==> src/rtl/pltl_pkg.sv <==
`timescale 1ns / 1ps
`default_nettype none
// ----------------------------------------------------------------------------
// pltl_pkg: shared types and constants of the temperature linearizer
// Register indexes, request and range codes, and the front/back queue entry.
// ----------------------------------------------------------------------------
package pltl_pkg;

  localparam int MAX_POINTS_DEF = 32;

  localparam logic [5:0] IGBT_POINTS_RST  = 6'd20;
  localparam logic [5:0] MOTOR_POINTS_RST = 6'd14;
  localparam logic [7:0] IGBT_STEP_RST    = 8'd5;
  localparam logic [7:0] MOTOR_STEP_RST   = 8'd10;
  localparam logic [7:0] TEMP_ABOVE       = 8'hFF;
  localparam logic [7:0] TEMP_SAT         = 8'd254;

  localparam logic [1:0] REG_IGBT_POINTS  = 2'd0;
  localparam logic [1:0] REG_MOTOR_POINTS = 2'd1;
  localparam logic [1:0] REG_IGBT_STEP    = 2'd2;
  localparam logic [1:0] REG_MOTOR_STEP   = 2'd3;

  localparam logic REQ_WRITE   = 1'b0;
  localparam logic REQ_CONVERT = 1'b1;

  localparam logic [1:0] RANGE_OK    = 2'd0;
  localparam logic [1:0] RANGE_ABOVE = 2'd1;
  localparam logic [1:0] RANGE_BELOW = 2'd2;

  // job handed from front to back; data is the breakpoint value of a write
  // or the reading of a convert
  typedef struct packed {
    logic        req;
    logic        sel;
    logic [4:0]  idx;
    logic [15:0] data;
  } job_t;

  typedef enum logic [2:0] {
    ST_IDLE,
    ST_SEARCH,
    ST_PAIR,
    ST_MUL,
    ST_DIV,
    ST_OUT
  } back_state_t;

endpackage
`default_nettype wire

==> src/rtl/piecewise_linear_temp_linearizer.sv <==
`timescale 1ns / 1ps
`default_nettype none
// ----------------------------------------------------------------------------
// piecewise_linear_temp_linearizer: table-based temperature linearizer
// A convert beat scans the table for the first breakpoint above the reading,
// one registered read per entry, then interpolates through a 24-step divider.
// A reading above the last point or below the first gives its range code
// without the divider. Beats are handled one at a time in order.
// Reset clears control and loads the config register defaults;
// table contents are undefined until written.
// ----------------------------------------------------------------------------
module piecewise_linear_temp_linearizer
  import pltl_pkg::*;
#(
  parameter int MAX_POINTS = MAX_POINTS_DEF
) (
  input  wire logic        clk,
  input  wire logic        rst,
  input  wire logic        s_axis_tvalid,
  output logic             s_axis_tready,
  // [4:0] entry_index [20:5] entry_value [36:21] raw_reading [39:37] zero
  input  wire logic [39:0] s_axis_tdata,
  // [0] req_type [1] sensor_sel
  input  wire logic [1:0]  s_axis_tuser,
  output logic             m_axis_tvalid,
  input  wire logic        m_axis_tready,
  // [7:0] temperature
  output logic [7:0]       m_axis_tdata,
  // [1:0] range_status
  output logic [1:0]       m_axis_tuser,
  input  wire logic        cfg_valid,
  output logic             cfg_ready,
  input  wire logic [1:0]  cfg_index,
  input  wire logic [7:0]  cfg_data
);

  logic [5:0] igbt_points, motor_points;
  logic [7:0] igbt_step, motor_step;

  logic        req;
  logic        sel;
  logic [4:0]  eidx;
  logic [15:0] evalue;
  logic [15:0] reading;
  assign req     = s_axis_tuser[0];
  assign sel     = s_axis_tuser[1];
  assign eidx    = s_axis_tdata[4:0];
  assign evalue  = s_axis_tdata[20:5];
  assign reading = s_axis_tdata[36:21];

  logic q_full, q_ne, q_pop;
  job_t q_head, q_in;
  logic accept;
  assign s_axis_tready = !q_full;
  assign accept  = s_axis_tvalid && s_axis_tready;
  assign q_in    = '{req: req, sel: sel, idx: eidx,
                     data: (req == REQ_WRITE) ? evalue : reading};
  assign cfg_ready = 1'b1;

  always_ff @(posedge clk) begin
    if (rst) begin
      igbt_points  <= IGBT_POINTS_RST;
      motor_points <= MOTOR_POINTS_RST;
      igbt_step    <= IGBT_STEP_RST;
      motor_step   <= MOTOR_STEP_RST;
    end else if (cfg_valid) begin
      unique case (cfg_index)
        REG_IGBT_POINTS:  igbt_points  <= cfg_data[5:0];
        REG_MOTOR_POINTS: motor_points <= cfg_data[5:0];
        REG_IGBT_STEP:    igbt_step    <= cfg_data;
        REG_MOTOR_STEP:   motor_step   <= cfg_data;
        default: ;
      endcase
    end
  end

  pltl_queue u_queue (
    .clk, .rst,
    .push(accept), .push_job(q_in), .full(q_full),
    .pop(q_pop), .not_empty(q_ne), .head(q_head)
  );

  logic [7:0] temp;
  logic [1:0] rng;
  pltl_back #(.MAX_POINTS(MAX_POINTS)) u_back (
    .clk, .rst,
    .job_valid(q_ne), .job(q_head), .job_pop(q_pop),
    .igbt_points, .motor_points, .igbt_step, .motor_step,
    .out_valid(m_axis_tvalid), .out_ready(m_axis_tready),
    .out_temp(temp), .out_range(rng)
  );

  assign m_axis_tdata = temp;
  assign m_axis_tuser = rng;

endmodule
`default_nettype wire

==> src/rtl/pltl_queue.sv <==
`timescale 1ns / 1ps
`default_nettype none
// ----------------------------------------------------------------------------
// pltl_queue: two-entry job queue
// Decouples the accepting front end from the interpolation back end.
// ----------------------------------------------------------------------------
module pltl_queue
  import pltl_pkg::*;
(
  input  wire logic clk,
  input  wire logic rst,
  input  wire logic push,
  input  wire job_t push_job,
  output logic      full,
  input  wire logic pop,
  output logic      not_empty,
  output job_t      head
);

  job_t       slots [2];
  logic       wr_ptr;
  logic       rd_ptr;
  logic [1:0] count;

  assign full      = (count == 2'd2);
  assign not_empty = (count != 2'd0);
  assign head      = slots[rd_ptr];

  always_ff @(posedge clk) begin
    if (push && !full) begin
      slots[wr_ptr] <= push_job;
    end
  end

  always_ff @(posedge clk) begin
    if (rst) begin
      wr_ptr <= 1'b0;
      rd_ptr <= 1'b0;
      count  <= 2'd0;
    end else begin
      if (push && !full) wr_ptr <= ~wr_ptr;
      if (pop && not_empty) rd_ptr <= ~rd_ptr;
      count <= count + 2'(push && !full) - 2'(pop && not_empty);
    end
  end

  a_no_overflow: assert property (@(posedge clk) disable iff (rst)
    full && !pop |=> full) else $error("queue lost an entry");
  a_count_bound: assert property (@(posedge clk) disable iff (rst)
    count != 2'd3) else $error("queue count out of range");
  a_pop_nonempty: assert property (@(posedge clk) disable iff (rst)
    pop |-> not_empty) else $error("pop from empty queue");

endmodule
`default_nettype wire

==> src/rtl/pltl_back.sv <==
`timescale 1ns / 1ps
`default_nettype none
// ----------------------------------------------------------------------------
// pltl_back: breakpoint search and interpolation
// Applies table writes in order, scans the table one registered read per entry,
// then multiplies and runs a serial divider.
// ----------------------------------------------------------------------------
module pltl_back
  import pltl_pkg::*;
#(
  parameter int MAX_POINTS = MAX_POINTS_DEF
) (
  input  wire logic       clk,
  input  wire logic       rst,
  input  wire logic       job_valid,
  input  wire job_t       job,
  output logic            job_pop,
  input  wire logic [5:0] igbt_points,
  input  wire logic [5:0] motor_points,
  input  wire logic [7:0] igbt_step,
  input  wire logic [7:0] motor_step,
  output logic            out_valid,
  input  wire logic       out_ready,
  output logic [7:0]      out_temp,
  output logic [1:0]      out_range
);

  localparam int AW = $clog2(2*MAX_POINTS);
  localparam int IW = $clog2(MAX_POINTS+1);

  logic [15:0] mem [2*MAX_POINTS];
  logic [15:0] rd_data;
  logic [AW-1:0] rd_addr;
  logic          wr_en;
  logic [AW-1:0] wr_addr;

  back_state_t state, state_next;
  logic [IW-1:0] idx;
  logic [IW-1:0] npts;
  logic [7:0]  step;
  logic [15:0] reading;
  logic        sel;
  logic [15:0] lo;
  logic [15:0] span;
  logic [23:0] quo;
  logic [16:0] rem;
  logic [4:0]  dcnt;
  logic [15:0] basev;
  logic        rd_pend;
  logic [7:0]  res_temp;
  logic [1:0]  res_range;

  function automatic logic [IW-1:0] clamp_pts(input logic [5:0] n);
    if (n < 6'd2) return IW'(2);
    if (32'(n) > MAX_POINTS) return IW'(MAX_POINTS);
    return IW'(n);
  endfunction

  assign wr_en   = (state == ST_IDLE) && job_valid && (job.req == REQ_WRITE) &&
                   (32'(job.idx) < MAX_POINTS);
  assign wr_addr = (job.sel ? AW'(MAX_POINTS) : AW'(0)) + AW'(job.idx);

  always_ff @(posedge clk) begin
    if (wr_en) mem[wr_addr] <= job.data;
    rd_data <= mem[rd_addr];
  end

  logic [AW-1:0] sel_base;
  assign sel_base = sel ? AW'(MAX_POINTS) : AW'(0);
  assign rd_addr  = sel_base + AW'(idx);
  assign job_pop  = (state == ST_IDLE) && job_valid;

  logic [16:0] trial;
  logic [23:0] qfin;
  logic [23:0] tsum;
  assign trial = {rem[15:0], quo[23]} - {1'b0, span};
  assign qfin  = {quo[22:0], !trial[16]};
  assign tsum  = 24'(basev) + qfin;

  always_comb begin
    state_next = state;
    unique case (state)
      ST_IDLE:   if (job_valid && (job.req == REQ_CONVERT)) state_next = ST_SEARCH;
      ST_SEARCH: begin
        if (rd_pend) begin
          if (reading < rd_data) begin
            state_next = (idx == IW'(0)) ? ST_OUT : ST_PAIR;
          end else if (idx + IW'(1) == npts) begin
            state_next = ST_OUT;
          end
        end
      end
      ST_PAIR:   if (rd_pend) state_next = ST_MUL;
      ST_MUL:    state_next = ST_DIV;
      ST_DIV:    if (dcnt == 5'd23) state_next = ST_OUT;
      ST_OUT:    if (!out_valid) state_next = ST_IDLE;
      default:   state_next = ST_IDLE;
    endcase
  end

  always_ff @(posedge clk) begin
    if (rst) begin
      state     <= ST_IDLE;
      out_valid <= 1'b0;
      rd_pend   <= 1'b0;
    end else begin
      state <= state_next;
      if (out_valid && out_ready) out_valid <= 1'b0;
      unique case (state)
        ST_IDLE: begin
          rd_pend <= 1'b0;
          if (job_valid && (job.req == REQ_CONVERT)) begin
            sel     <= job.sel;
            reading <= job.data;
            npts    <= clamp_pts(job.sel ? motor_points : igbt_points);
            step    <= job.sel ? motor_step : igbt_step;
            idx     <= '0;
          end
        end
        ST_SEARCH: begin
          if (!rd_pend) begin
            rd_pend <= 1'b1;
          end else if (reading < rd_data) begin
            rd_pend <= 1'b0;
            span    <= rd_data;
            if (idx == IW'(0)) begin
              res_temp  <= 8'd0;
              res_range <= RANGE_BELOW;
            end else begin
              idx <= idx - IW'(1);
            end
          end else if (idx + IW'(1) == npts) begin
            res_temp  <= TEMP_ABOVE;
            res_range <= RANGE_ABOVE;
          end else begin
            // advance to the next entry and wait for its registered read
            idx     <= idx + IW'(1);
            rd_pend <= 1'b0;
          end
        end
        ST_PAIR: begin
          if (!rd_pend) begin
            rd_pend <= 1'b1;
          end else begin
            lo   <= rd_data;
            span <= span - rd_data;
          end
        end
        ST_MUL: begin
          basev <= 16'(idx) * 16'(step);
          quo   <= 24'(reading - lo) * 24'(step);
          rem   <= '0;
          dcnt  <= '0;
        end
        ST_DIV: begin
          dcnt <= dcnt + 5'd1;
          if (!trial[16]) begin
            rem <= trial;
            quo <= {quo[22:0], 1'b1};
          end else begin
            rem <= {rem[15:0], quo[23]};
            quo <= {quo[22:0], 1'b0};
          end
          if (dcnt == 5'd23) begin
            // saturate the sum at 254
            res_range <= RANGE_OK;
            if (tsum > 24'(TEMP_SAT))
              res_temp <= TEMP_SAT;
            else
              res_temp <= tsum[7:0];
          end
        end
        ST_OUT: begin
          // hold the previous beat until it is taken
          if (!out_valid) begin
            out_valid <= 1'b1;
            out_temp  <= res_temp;
            out_range <= res_range;
          end
        end
        default: ;
      endcase
    end
  end

  a_pop_idle: assert property (@(posedge clk) disable iff (rst)
    job_pop |-> state == ST_IDLE) else $error("pop outside idle");
  a_out_hold: assert property (@(posedge clk) disable iff (rst)
    out_valid && !out_ready |=> out_valid) else $error("result dropped");
  a_idx_range: assert property (@(posedge clk) disable iff (rst)
    state == ST_SEARCH |-> idx < npts) else $error("search ran off table");

endmodule
`default_nettype wire
==> config.mk <==
export PLATFORM = sky130hd
export DESIGN_NAME = piecewise_linear_temp_linearizer
export DESIGN_NICKNAME = d
export VERILOG_FILES = /design/src/rtl/pltl_pkg.sv /design/src/rtl/piecewise_linear_temp_linearizer.sv /design/src/rtl/pltl_queue.sv /design/src/rtl/pltl_back.sv
export SDC_FILE = /design/constraint.sdc
export NUM_CORES = 2
export LEC_CHECK = 0
export BUFFER_PORTS_ARGS = -buffer_cell sky130_fd_sc_hd__clkbuf_2
export CAP_MARGIN = 20
export CORE_MARGIN = 1
export CORE_UTILIZATION = 54
export DETAILED_ROUTE_END_ITERATION = 8
export PLACE_DENSITY = 0.7
export SLEW_MARGIN = 20
export SYNTH_ARGS = -nofsm -noshare
export SYNTH_HDL_FRONTEND = slang
export SYNTH_HIERARCHICAL = 1
export SYNTH_SLANG_ARGS = --single-unit
export TNS_END_PERCENT = 1
==> constraint.sdc <==
create_clock -name clk -period 13.3 [get_ports clk]
set_input_delay 2.66 -clock clk [delete_from_list [all_inputs] [get_ports clk]]
set_output_delay 2.66 -clock clk [all_outputs]
set_load 0.01 [all_outputs]
==> flow_summary.toml <==
[placement]
place_area_mm2 = 0.0606
port_buffers = 65
gp_congestion = 0.861
hpwl_mm = 78.4

[critical_path]
crit_buf_inv = 3
cp-end-kind = "register"
cp-start-kind = "register"
cp.required_ns = 13.69
r2r_start = "u_back/reading[1]$_DFFE_PP_"
r2r_setup_slack_ns = 5.97
max_stage_delay_ns = 0.55
critical_path_class = "reg -> reg"
r2r_cells = 27
reg2reg_to = "u_back/quo[22]$_DFFE_PP_"
crit_arrival_ns = 7.73
cp_slowest_cell = "fa_1"
critPathMaxFanout = 8
crit_path_frequent_cell = "fa_1"
crit_family = "adder cells"

[floorplan]
start_util_pct = 54.5
die_height_um = 330
pin_count = 70
rows = 120
dieArea_mm2 = 0.109
die_w_um = 330
core_area_mm2 = 0.107

[synthesis]
syn_inst = 3424
synth_nets = 3763
async_flop_share_pct = 0
ys_seq_area_share_pct = 64.7
yosys.area.top_type = "edfxtp_1"
ys.flop_type = "edfxtp_1"
avgSynthCellArea_um2 = 17.0
syn-cell-area_mm2 = 0.0582
ys_seq_elements = 1272
synth_warnings = 6
synth_edf_count = 1218
netlist_top_cells_area = "edfxtp_1 63%, mux4_2 13%, fa_1 4.5%"
netlist.area_leader.share_pct = 62.8
synth_cell_types = 81

[layout]
n_fill_cell = 7779
multi_input_area_mm2 = 0.0191
antenna_cells = 0
nets = 3926
final_area_mm2 = 0.0647
drive_above_1_share_pct = 21.3
area_delta_synth_final_pct = 11.2
seq_area_mm2 = 0.0377

[sta]
slew_headroom_pct = 28.5
finClkSkew_ns = 0.0704
finalSetupTns_ns = 0
finalHoldViolations = 0
final_max_slew_viol_count = 0
worst_pin_slew_ns = 1.07
finalCriticalPeriod_ns = 7.33
grt_setup_unrepaired = "no"
fmax_mhz = 136
finalSetupViolations = 0
finalCritPeriodShare_pct = 55.1

[drt]
num_vias = 30200
viasPerCell = 5.92
routed_wirelength_mm = 125
ant_nets = 0
first_iter_violations = 2466
drc = 0
wire_per_inst_um = 24.6
drt_pass1_iterations = 5

[status]
status = "completed"

[grt]
grt_usage_pct = 23.6
antenna_found_initial = 2
grt_max_degree = 100
grt_pass1_vias = 30800
grt_overflow = 0
grt_pass1_wl_mm = 190

[clock_network]
path_clk_slew_ns = 0.07
cts_num_sinks = 1272
cts_setup_buffers = 0
ctsHoldBuffers = 0
numCtsBuffers = 121
cts_resized = 0
clock_latency_ns = 0.73
cts_tree = "done"
clock_path_buffers = 3
ctsRootBufferMaster = "clkbuf_16"
htreeDepth = 3

[pwr]
cellPowerDensity_mw_per_mm2 = 224
ir_worst_vdd_uv = 246
total_leakage_power_nw = 22.7

[hold_path]
hp-class = "reg -> reg"
hp-start = "u_back/res_temp[7]$_DFFE_PP_"
min_to = "u_back/out_temp[7]$_DFFE_PP_"
hold_path_depth = 0

[run]
drv_cap = 0
stage by stage:
stage	total power [mW]	hold slack [ns]	worst slack (ns)	util, %	cells
final	14.5	0.426	5.97	60.5	5096
after detailed placement	11.1	0.416	5.99	56.7	4867
after global routing	15.4	0.435	5.33	60.5	5096
after CTS	14.6	0.430	5.91	60.5	5096
after floorplan	9.73	0.400	6.95	-	3424
after global placement	11.0	0.405	6.01	56.7	4867
cell usage in the layout, fill, tap and decap left out, drive strengths merged, types with 12 or more instances in the layout:
master  count
a21oi      83
buf       114
edfxtp   1218
xnor2      59
xor2       34
clkbuf    222
fa        132
nand2b     40
nor2b      27
o21a       23
dfxtp      54
and2       94
mux2i      41
inv       265
ha        150
clkinv     52
a21o       27
mux4      336
nand3      47
nand2     179
o21ai      66
nor2      179
a211oi     14
mux2       52
nor3       38
and3       12
layer usage:
metal,share of wire (%),GRT usage (%),up-vias
met5,0,0,-
li1,-,-,13400
met4,2.7,6.90,0
met1,41,32.2,15700
met2,50,40.1,896
met3,5.9,3.08,199
flip-flops by register name, summed over array words and instances, names as in the netlist, 3 cells and up, named ones only:
| register | count |
|---|---|
| u_back/rd_data | 16 |
| u_back/dcnt | 5 |
| u_back/lo | 16 |
| u_back/state | 3 |
| u_back/npts | 6 |
| u_back/mem | 1024 |
| u_back/span | 16 |
| u_back/basev | 14 |
| u_back/res_temp | 8 |
| u_queue/slots | 46 |
| u_back/step | 8 |
| motor_step | 8 |
| u_back/out_temp | 8 |
| igbt_points | 6 |
| u_back/rem | 16 |
| motor_points | 6 |
| u_back/reading | 16 |
| u_back/quo | 24 |
| igbt_step | 8 |
| u_back/idx | 6 |
synthesized netlist by cell type (8+ instances only):
library cell and instances:
fa_1 132, o21ai_0 65, a21o_1 27, a21oi_1 83, mux4_2 336, xor2_1 34, o31ai_1 10, nor2b_1 26
clkbuf_1 89, buf_1 12, nand3_1 47, and3_1 11, ha_1 150, inv_1 257, o21a_1 23, mux2_2 51
edfxtp_1 1218, and2_1 94, nor2_1 178, nor3_1 38, o21bai_1 9, or3_1 8, a211oi_1 14, xnor2_1 59
buf_2 33, nand2_1 179, nand2b_1 39, dfxtp_1 54, mux2i_1 41
final cells by class:
type,count,share of cell area (%)
multi-input combinational,1754,29.4
timing repair buffer,179,1.86
inverter,259,1.50
clock inverter,72,1.14
sequential,1272,58.2
clock buffer,157,5.16
tap,1403,2.71
cell families after synthesis:
logic type / Yosys count / share of synthesized area (%)
adder cells (fa/ha/maj): 282 / 7.76
other: 1 / 0.00644
multiplexers: 429 / 14.7
XOR/XNOR: 93 / 1.40
AO/OA/AOI/OAI: 283 / 3.15
flip-flops: 1272 / 64.7
AND/OR/NAND/NOR: 666 / 5.59
buffers and inverters: 398 / 2.69
where the power goes:
group	total [mW]	internal [mW]	switching, mW
sequential	5.33	5.23	0.0947
clock	3.48	1.98	1.50
combinational	5.69	2.37	3.32
how the worst max path moves through the flow:
stage	from	cells past startpoint	slack [ns]	end
finish	u_back/reading[1]$_DFFE_PP_	27	5.97	u_back/quo[22]$_DFFE_PP_
global route	u_back/reading[1]$_DFFE_PP_	27	5.33	u_back/quo[22]$_DFFE_PP_
CTS	u_back/reading[1]$_DFFE_PP_	27	5.91	u_back/quo[22]$_DFFE_PP_
detailed placement	u_back/reading[1]$_DFFE_PP_	27	5.99	u_back/quo[22]$_DFFE_PP_
global placement	u_back/reading[1]$_DFFE_PP_	27	6.01	u_back/quo[22]$_DFFE_PP_
floorplan	u_back/reading[1]$_DFFE_PP_	27	6.95	u_back/quo[23]$_DFFE_PP_
No activity file was read; power rests on OpenSTA's default activity.
